--- src/rtl/assert_macros.svh ---
// Assertion helpers used by the top-level RTL.
`ifndef ASSERT_MACROS_SVH
`define ASSERT_MACROS_SVH
`ifndef NO_ASSERTIONS
`define FFHA_ASSERT(lbl, clk, rstn, prop) \
  lbl: assert property (@(posedge clk) disable iff (!rstn) (prop)) \
    else $error("assertion failed");
`define FFHA_NEVER(lbl, clk, rstn, prop) \
  lbl: assert property (@(posedge clk) disable iff (!rstn) !(prop)) \
    else $error("forbidden condition seen");
`else
`define FFHA_ASSERT(lbl, clk, rstn, prop)
`define FFHA_NEVER(lbl, clk, rstn, prop)
`endif
`endif

--- src/rtl/ffha_pkg.sv ---
package ffha_pkg;

  localparam int unsigned HEADER_BYTES = 9;
  localparam int unsigned HDR_BITS     = 8 * HEADER_BYTES;
  localparam logic [7:0]  FLAG_FREE    = 8'd1;

  typedef enum logic [1:0] {
    OP_ALLOC   = 2'd0,
    OP_RELEASE = 2'd1,
    OP_REPORT  = 2'd2,
    OP_REINIT  = 2'd3
  } op_e;

  typedef enum logic [3:0] {
    CMD_NONE,
    CMD_LATCH,
    CMD_LOAD_CUR,
    CMD_LOAD_NB,
    CMD_STORE_CUR,
    CMD_STORE_REST,
    CMD_SPLIT,
    CMD_STEP,
    CMD_ADVANCE,
    CMD_MERGE,
    CMD_SET_FREE,
    CMD_CLR_FREE,
    CMD_INIT_CUR,
    CMD_ACCUM,
    CMD_RESTART,
    CMD_FINISH
  } cmd_e;

  typedef enum logic [1:0] {
    FIN_OK,
    FIN_ERR,
    FIN_GRANT,
    FIN_SUM
  } fin_e;

  typedef struct packed {
    cmd_e op;
    fin_e fin;
  } dp_cmd_t;

  typedef struct packed {
    logic xfer_done;
    logic cur_free;
    logic nb_free;
    logic fits;
    logic split_ok;
    logic next_zero;
    logic guard_hit;
    logic grant_big;
    logic addr_small;
    logic at_target;
  } dp_stat_t;

  typedef enum logic [4:0] {
    S_BOOT,
    S_BOOT_ST,
    S_BOOT_W,
    S_IDLE,
    S_AL_LD,
    S_AL_W,
    S_AL_TST,
    S_AL_RW,
    S_AL_MARK,
    S_AL_ST,
    S_AL_SW,
    S_RL_CHK,
    S_RL_LD,
    S_RL_W,
    S_RL_TST,
    S_RL_ST,
    S_RL_SW,
    S_MG_LD,
    S_MG_W,
    S_MG_TST,
    S_MG_NW,
    S_MG_DEC,
    S_MG_ST,
    S_MG_SW,
    S_RP_LD,
    S_RP_W,
    S_RP_ACC,
    S_RP_TST,
    S_RI_ST,
    S_RI_SW
  } state_e;

endpackage

--- src/rtl/ffha_ctrl.sv ---
module ffha_ctrl (
  input  logic               clk_i,
  input  logic               rst_ni,
  input  logic               start_i,
  input  logic [1:0]         operation_i,
  input  ffha_pkg::dp_stat_t stat_i,
  output ffha_pkg::dp_cmd_t  cmd_o,
  output logic               busy_o
);

  ffha_pkg::state_e state_q, state_d;

  always_ff @(posedge clk_i or negedge rst_ni) begin
    if (!rst_ni) begin
      state_q <= ffha_pkg::S_BOOT;
    end else begin
      state_q <= state_d;
    end
  end

  assign busy_o = (state_q != ffha_pkg::S_IDLE);

  always_comb begin
    state_d   = state_q;
    cmd_o.op  = ffha_pkg::CMD_NONE;
    cmd_o.fin = ffha_pkg::FIN_OK;
    unique case (state_q)
      ffha_pkg::S_BOOT: begin
        cmd_o.op = ffha_pkg::CMD_INIT_CUR;
        state_d  = ffha_pkg::S_BOOT_ST;
      end
      ffha_pkg::S_BOOT_ST: begin
        cmd_o.op = ffha_pkg::CMD_STORE_CUR;
        state_d  = ffha_pkg::S_BOOT_W;
      end
      ffha_pkg::S_BOOT_W: begin
        if (stat_i.xfer_done) state_d = ffha_pkg::S_IDLE;
      end
      ffha_pkg::S_IDLE: begin
        if (start_i) begin
          cmd_o.op = ffha_pkg::CMD_LATCH;
          unique case (ffha_pkg::op_e'(operation_i))
            ffha_pkg::OP_ALLOC:   state_d = ffha_pkg::S_AL_LD;
            ffha_pkg::OP_RELEASE: state_d = ffha_pkg::S_RL_CHK;
            ffha_pkg::OP_REPORT:  state_d = ffha_pkg::S_RP_LD;
            ffha_pkg::OP_REINIT: begin
              cmd_o.op = ffha_pkg::CMD_INIT_CUR;
              state_d  = ffha_pkg::S_RI_ST;
            end
            default: state_d = ffha_pkg::S_IDLE;
          endcase
        end
      end
      // allocate
      ffha_pkg::S_AL_LD: begin
        cmd_o.op = ffha_pkg::CMD_LOAD_CUR;
        state_d  = ffha_pkg::S_AL_W;
      end
      ffha_pkg::S_AL_W: begin
        if (stat_i.xfer_done) state_d = ffha_pkg::S_AL_TST;
      end
      ffha_pkg::S_AL_TST: begin
        priority if (!(stat_i.cur_free && stat_i.fits) && !stat_i.next_zero &&
                     !stat_i.guard_hit) begin
          cmd_o.op = ffha_pkg::CMD_STEP;
          state_d  = ffha_pkg::S_AL_LD;
        end else if (!(stat_i.cur_free && stat_i.fits) || stat_i.grant_big) begin
          cmd_o.op  = ffha_pkg::CMD_FINISH;
          cmd_o.fin = ffha_pkg::FIN_ERR;
          state_d   = ffha_pkg::S_IDLE;
        end else if (stat_i.split_ok) begin
          cmd_o.op = ffha_pkg::CMD_STORE_REST;
          state_d  = ffha_pkg::S_AL_RW;
        end else begin
          state_d = ffha_pkg::S_AL_MARK;
        end
      end
      ffha_pkg::S_AL_RW: begin
        if (stat_i.xfer_done) begin
          cmd_o.op = ffha_pkg::CMD_SPLIT;
          state_d  = ffha_pkg::S_AL_MARK;
        end
      end
      ffha_pkg::S_AL_MARK: begin
        cmd_o.op = ffha_pkg::CMD_CLR_FREE;
        state_d  = ffha_pkg::S_AL_ST;
      end
      ffha_pkg::S_AL_ST: begin
        cmd_o.op = ffha_pkg::CMD_STORE_CUR;
        state_d  = ffha_pkg::S_AL_SW;
      end
      ffha_pkg::S_AL_SW: begin
        if (stat_i.xfer_done) begin
          cmd_o.op  = ffha_pkg::CMD_FINISH;
          cmd_o.fin = ffha_pkg::FIN_GRANT;
          state_d   = ffha_pkg::S_IDLE;
        end
      end
      // release
      ffha_pkg::S_RL_CHK: begin
        if (stat_i.addr_small) begin
          cmd_o.op  = ffha_pkg::CMD_FINISH;
          cmd_o.fin = ffha_pkg::FIN_ERR;
          state_d   = ffha_pkg::S_IDLE;
        end else begin
          state_d = ffha_pkg::S_RL_LD;
        end
      end
      ffha_pkg::S_RL_LD: begin
        cmd_o.op = ffha_pkg::CMD_LOAD_CUR;
        state_d  = ffha_pkg::S_RL_W;
      end
      ffha_pkg::S_RL_W: begin
        if (stat_i.xfer_done) state_d = ffha_pkg::S_RL_TST;
      end
      ffha_pkg::S_RL_TST: begin
        priority if (!stat_i.at_target && !stat_i.next_zero && !stat_i.guard_hit) begin
          cmd_o.op = ffha_pkg::CMD_STEP;
          state_d  = ffha_pkg::S_RL_LD;
        end else if (!stat_i.at_target) begin
          cmd_o.op  = ffha_pkg::CMD_FINISH;
          cmd_o.fin = ffha_pkg::FIN_ERR;
          state_d   = ffha_pkg::S_IDLE;
        end else begin
          cmd_o.op = ffha_pkg::CMD_SET_FREE;
          state_d  = ffha_pkg::S_RL_ST;
        end
      end
      ffha_pkg::S_RL_ST: begin
        cmd_o.op = ffha_pkg::CMD_STORE_CUR;
        state_d  = ffha_pkg::S_RL_SW;
      end
      ffha_pkg::S_RL_SW: begin
        if (stat_i.xfer_done) begin
          cmd_o.op = ffha_pkg::CMD_RESTART;
          state_d  = ffha_pkg::S_MG_LD;
        end
      end
      // coalesce
      ffha_pkg::S_MG_LD: begin
        cmd_o.op = ffha_pkg::CMD_LOAD_CUR;
        state_d  = ffha_pkg::S_MG_W;
      end
      ffha_pkg::S_MG_W: begin
        if (stat_i.xfer_done) state_d = ffha_pkg::S_MG_TST;
      end
      ffha_pkg::S_MG_TST: begin
        if (stat_i.next_zero || stat_i.guard_hit) begin
          cmd_o.op  = ffha_pkg::CMD_FINISH;
          cmd_o.fin = ffha_pkg::FIN_OK;
          state_d   = ffha_pkg::S_IDLE;
        end else begin
          cmd_o.op = ffha_pkg::CMD_LOAD_NB;
          state_d  = ffha_pkg::S_MG_NW;
        end
      end
      ffha_pkg::S_MG_NW: begin
        if (stat_i.xfer_done) state_d = ffha_pkg::S_MG_DEC;
      end
      ffha_pkg::S_MG_DEC: begin
        if (stat_i.cur_free && stat_i.nb_free) begin
          cmd_o.op = ffha_pkg::CMD_MERGE;
          state_d  = ffha_pkg::S_MG_ST;
        end else begin
          cmd_o.op = ffha_pkg::CMD_ADVANCE;
          state_d  = ffha_pkg::S_MG_TST;
        end
      end
      ffha_pkg::S_MG_ST: begin
        cmd_o.op = ffha_pkg::CMD_STORE_CUR;
        state_d  = ffha_pkg::S_MG_SW;
      end
      ffha_pkg::S_MG_SW: begin
        if (stat_i.xfer_done) state_d = ffha_pkg::S_MG_TST;
      end
      // report
      ffha_pkg::S_RP_LD: begin
        cmd_o.op = ffha_pkg::CMD_LOAD_CUR;
        state_d  = ffha_pkg::S_RP_W;
      end
      ffha_pkg::S_RP_W: begin
        if (stat_i.xfer_done) state_d = ffha_pkg::S_RP_ACC;
      end
      ffha_pkg::S_RP_ACC: begin
        cmd_o.op = ffha_pkg::CMD_ACCUM;
        state_d  = ffha_pkg::S_RP_TST;
      end
      ffha_pkg::S_RP_TST: begin
        if (stat_i.next_zero || stat_i.guard_hit) begin
          cmd_o.op  = ffha_pkg::CMD_FINISH;
          cmd_o.fin = ffha_pkg::FIN_SUM;
          state_d   = ffha_pkg::S_IDLE;
        end else begin
          state_d = ffha_pkg::S_RP_LD;
        end
      end
      // reinit
      ffha_pkg::S_RI_ST: begin
        cmd_o.op = ffha_pkg::CMD_STORE_CUR;
        state_d  = ffha_pkg::S_RI_SW;
      end
      ffha_pkg::S_RI_SW: begin
        if (stat_i.xfer_done) begin
          cmd_o.op  = ffha_pkg::CMD_FINISH;
          cmd_o.fin = ffha_pkg::FIN_OK;
          state_d   = ffha_pkg::S_IDLE;
        end
      end
      default: state_d = ffha_pkg::S_BOOT;
    endcase
  end

endmodule

--- config.mk ---
export PLATFORM = sky130hd
export DESIGN_NAME = ffha_ctrl
export DESIGN_NICKNAME = d
export VERILOG_FILES = /design/src/rtl/assert_macros.svh /design/src/rtl/ffha_pkg.sv /design/src/rtl/ffha_ctrl.sv
export SDC_FILE = /design/constraint.sdc
export NUM_CORES = 1
export LEC_CHECK = 0
export BUFFER_PORTS_ARGS = -buffer_cell sky130_fd_sc_hd__buf_2
export CORE_MARGIN = 3
export CORE_UTILIZATION = 40
export CTS_CLUSTER_DIAMETER = 50
export DETAILED_ROUTE_END_ITERATION = 8
export GPL_ROUTABILITY_DRIVEN = 0
export PLACE_DENSITY = 0.62
export REMOVE_ABC_BUFFERS = 1
export SYNTH_ARGS = -nofsm -noshare
export SYNTH_HDL_FRONTEND = slang
export SYNTH_SLANG_ARGS = --single-unit
--- constraint.sdc ---
create_clock -name clk_i -period 1.7 [get_ports clk_i]
set_input_delay 0.085 -clock clk_i [delete_from_list [all_inputs] [get_ports clk_i]]
set_output_delay 0.085 -clock clk_i [all_outputs]
set_load 0.05 [all_outputs]
# Yosys cells after proc, flatten, opt, wreduce, memory -nomap -nowiden
# Cells that the tools add are included.
# word_totals
reg_bits	5
inputBits	15
wordCells	103
# op_classes
n_eq_ne	42
muxes	41
reduce_logical	19
# ops
op	n
5-bit one-hot mux with 27 select lines	1
5-bit equality test, second input constant	14
5-bit 2-to-1 mux	14
4-bit one-hot mux with 16 select lines	1
5-bit by 4-bit equality test with 1-bit output, second input constant	8
4-bit 2-to-1 mux	10
6-bit 2-to-1 mux	4
5-bit by 3-bit equality test with 1-bit output, second input constant	4
5-bit one-hot mux with 4 select lines	1
2-bit inequality test, second input constant	7
3-bit 2-to-1 mux	4
2-bit one-hot mux with 6 select lines	1
5-bit by 2-bit equality test with 1-bit output, second input constant	2
9-bit AND reduction	1
1-bit logical AND	6
5-bit by 1-bit equality test with 1-bit output, second input constant	1
5-bit logical NOT	1
1-bit 2-to-1 mux	5
5-bit by 2-bit inequality test with 1-bit output, second input constant	1
5-bit OR reduction	1
2-bit equality test, second input constant	2
1-bit logical NOT	4
2-bit by 1-bit inequality test with 1-bit output, second input constant	2
4-bit OR reduction	1
other kinds (5)	6

# Depth between registers and ports, before layout
# depth
ltp_word	6
ltp_mapped	8

# Least setup slack after synthesis
# No wires, ideal clock.
# synth_timing
kind	flip-flop to flip-flop
start	register state_q[4]
end	register state_q[1]
setup_time_ns	0.126
arrival_ns	1.979
required_time_ns	1.574
path_slack_ns	-0.405
stages_incl_launch_ff	7
path_buffers	2
cell_sequence	dfrtp_1 buf_4 nor2_2 nand3_1 o221a_1 buf_6 a221o_1
# synth_via
elab_chain_cells	4
# synth_rtl
element	line_no	text
start, declared	ffha_ctrl.sv:11	ffha_pkg::state_e state_q, state_d;
start signal, assigned	ffha_ctrl.sv:15	state_q <= ffha_pkg::S_BOOT;
start signal, assigned	ffha_ctrl.sv:17	state_q <= state_d;
5-bit equality test, or another cell as far along	ffha_ctrl.sv:27	unique case (state_q)
3-bit OR reduction (no source line) / 2-bit OR reduction (equally long branches)	-	
2-bit by 1-bit inequality test with 1-bit output (no source line)	-	
9-bit AND reduction (no source line)	-	
# Several ways; a longest one is shown, not always the timed one.
# A chain may end at the register's enable or synchronous reset.

==> results.cfg <==
[status]
status = finished, violations left
violations = setup timing

[finish]
stdcell_area_mm2 = 0.00199
syn_to_final_growth_pct = 54.2
largest_reg_flops = 5
regMostFlops = state_q
final_common_cell = buf_4
nNetsFinal = 253
layout_common_cells = 35 x buf_4, 20 x buf_6, 16 x nand2_1
antenna_cells = 0
reg_top3 = state_q (5)
drive_above_1_share_pct = 50.2
final_cells = 275

[logic_synthesis]
synthMuxAreaShare_pct = 1.94
yosys_warnings = 0
ys_types = 59
synth_compound_area_share_pct = 32.2
synth-adder-area-share_pct = 3.89
synthXorXnorAreaFrac_pct = 0.680
synthCells = 175
ys_ff_latch = 5
syn_avg_cell_area_um2 = 7.36
async_flop_share_pct = 100
syn-cell-area_mm2 = 0.00129
synth-edff-count = 0
ys_seq_area_share_pct = 9.72
synth_flop_cell = dfrtp_1
yosys.area_share.simple_pct = 36.1
synth_top_family_by_area = simple AND/OR/NAND/NOR gates

[grt]
grt_use_total_pct = 24.3
antenna_found_initial = 0
grt_first_pass_wirelength_um = 7780
grt.overflow.total = 0
grt_max_degree = 19
grt_pass1_vias = 1608

[worst_setup_path]
crit_chain = nand2b_1 -> or3_4 -> or3_4 -> o311ai_2 -> a211o_1 -> buf_6
critPathBufInv = 1
slowest_delay_ps = 410
crit_required_ps = 1620
crit_arrival_ps = 1990
cp-end-kind = primary output
crit_path_max_fanout = 3
critPathKind = reg2out
cp_top_family = simple AND/OR/NAND/NOR gates
cpMostUsedCell = or3_4
slowest_stage = dfrtp_1
start_kind = flop

[power_and_ir_drop]
power_switching_uw = 2200
pwr-share-comb_pct = 89.4
p_int_uw = 2100
peakVddDrop_v = 0.00143
seqPwrFrac_pct = 7.0
p_leak_uw = 0.000844
powerDensity_mw_per_mm2 = 2170
p_sw_share_pct = 51.2
power_frac_clock_pct = 3.6

[routing]
totalWireLength_um = 4960
vias = 1757
antenna_left = 0
drtIter0Drc = 207
first_pass_iters = 5
drc_errors = 0
wire_per_inst_um = 18.1
via_per_inst = 6.39

[floorplan]
chipHeight_um = 62.7
dieArea_mm2 = 0.00394
num_rows = 19
core_mm2 = 0.00290
die_x_um = 62.7
io-pin-count = 22
start_util_pct = 44.4

[cts]
cts_tree = done
cts_made_buffers = 3
h-tree-depth = 1
clock_sinks = 5
clock_path_buffers = 2
cts-root-buf = clkbuf_4
path_clk_slew_ps = 50
clk_latency_ps = 260

[run]
maxCapViolCount = 0

[placed_design]
placed_cells = 260
placed_area_mm2 = 0.00158
place_hpwl_um = 3420
preCtsSetupSlack_ps = -275
numPortBuffers = 21

[timing]
worst_pin_slew_ps = 373
finalWorstSetupSlack_ps = -377
relSlewSlack_pct = 74.8
skew_ps = 1.38
setup_violations = 10
period_share_pct = 122
drv_slew = 0
hold_viol = 0
max_freq_mhz = 481
rsz0062_at_grt = true
fin_crit_ps = 2080
tns_ps = -1940

[hold_path]
hp-class = in2async
## worst paths after layout
check	startpoint	to	slack, ps	cells after the start
worst min register to register	state_q[4]	state_q[4]	820	3
max in group asynchronous	rst_ni	state_q[0]	1380	2
worst max register to register	state_q[2]	state_q[1]	-160	7
worst max-delay path	state_q[4]	cmd_o[5]	-380	6
worst min-delay path	rst_ni	state_q[4]	170	2
min in group clk_i	stat_i[5]	state_q[2]	350	5
## area by class of cell
| type | instances | area (µm²) |
|---|---|---|
| multi-input cells | 143 | 1150 |
| fillers | 230 | 915 |
| repair buffers | 72 | 596 |
| flip-flops and latches | 5 | 129 |
| well taps | 42 | 52.6 |
| inverters | 9 | 33.8 |
| clock buffers | 4 | 26.3 |
## power by group through the flow
stage / registers [µW] / clock network (µW) / logic (µW)
after global routing: 306 / 164 / 4060
after detailed placement: 260 / 0 / 2900
after floorplan: 493 / 0 / 1500
after global placement: 261 / 0 / 2870
after CTS: 293 / 153 / 3450
final: 302 / 153 / 3850
## cells in the mapped netlist (3+ instances only)
cell type,number,area share [%]
nand3b_1,5,2.9
nand2_1,16,4.7
nand3_1,7,2.7
dfrtp_1,5,9.7
buf_2,6,2.3
inv_1,9,2.6
nor2_1,11,3.2
buf_6,4,3.5
clkbuf_8,5,5.3
a211oi_1,3,1.7
o211ai_1,4,2.3
buf_4,3,1.7
ha_1,4,3.9
o21ai_0,8,3.1
a31oi_1,5,2.4
nand2b_1,7,3.4
or3_1,6,2.9
a21oi_1,10,3.9
nor3_1,6,2.3
## kinds of logic (layout without fill, tap and decap cells)
kind of cell	after synthesis	after routing
compound gates	57	57
xor+xnor	1	1
fa+ha+maj	4	4
buf+inv	27	85
flops	5	5
mux	2	2
simple gates	79	79
## through the flow
step / power [µW] / util, % / hold WS (ps)
3_3_place_gp: 3140 / 54.4 / -99.0
5_1_grt: 4530 / 68.5 / 177
4_1_cts: 3900 / 63.8 / 178
2_1_floorplan: 2000 / - / -211
3_5_place_dp: 3160 / 54.4 / -88.5
6_report: 4300 / 68.5 / 172
## timing repair
| item | in CTS | in global routing |
|---|---|---|
| endpoints found under the hold margin | 5 | 0 |
| setup buffers | 9 | 2 |
| hold buffers | 1 | 0 |
| endpoints found under the setup margin | 11 | 11 |
| pin swaps | 11 | 10 |
| gates resized for setup | 48 | 26 |
## metal layers
metal  wire (µm)  track usage (%)  vias up
li1            -                -      784
met1        1970             30.8      830
met2        2400             41.0      121
met3         446             4.14       22
met4         144             8.54        0
met5           0                0        -
(Power assumes the default switching activity.)
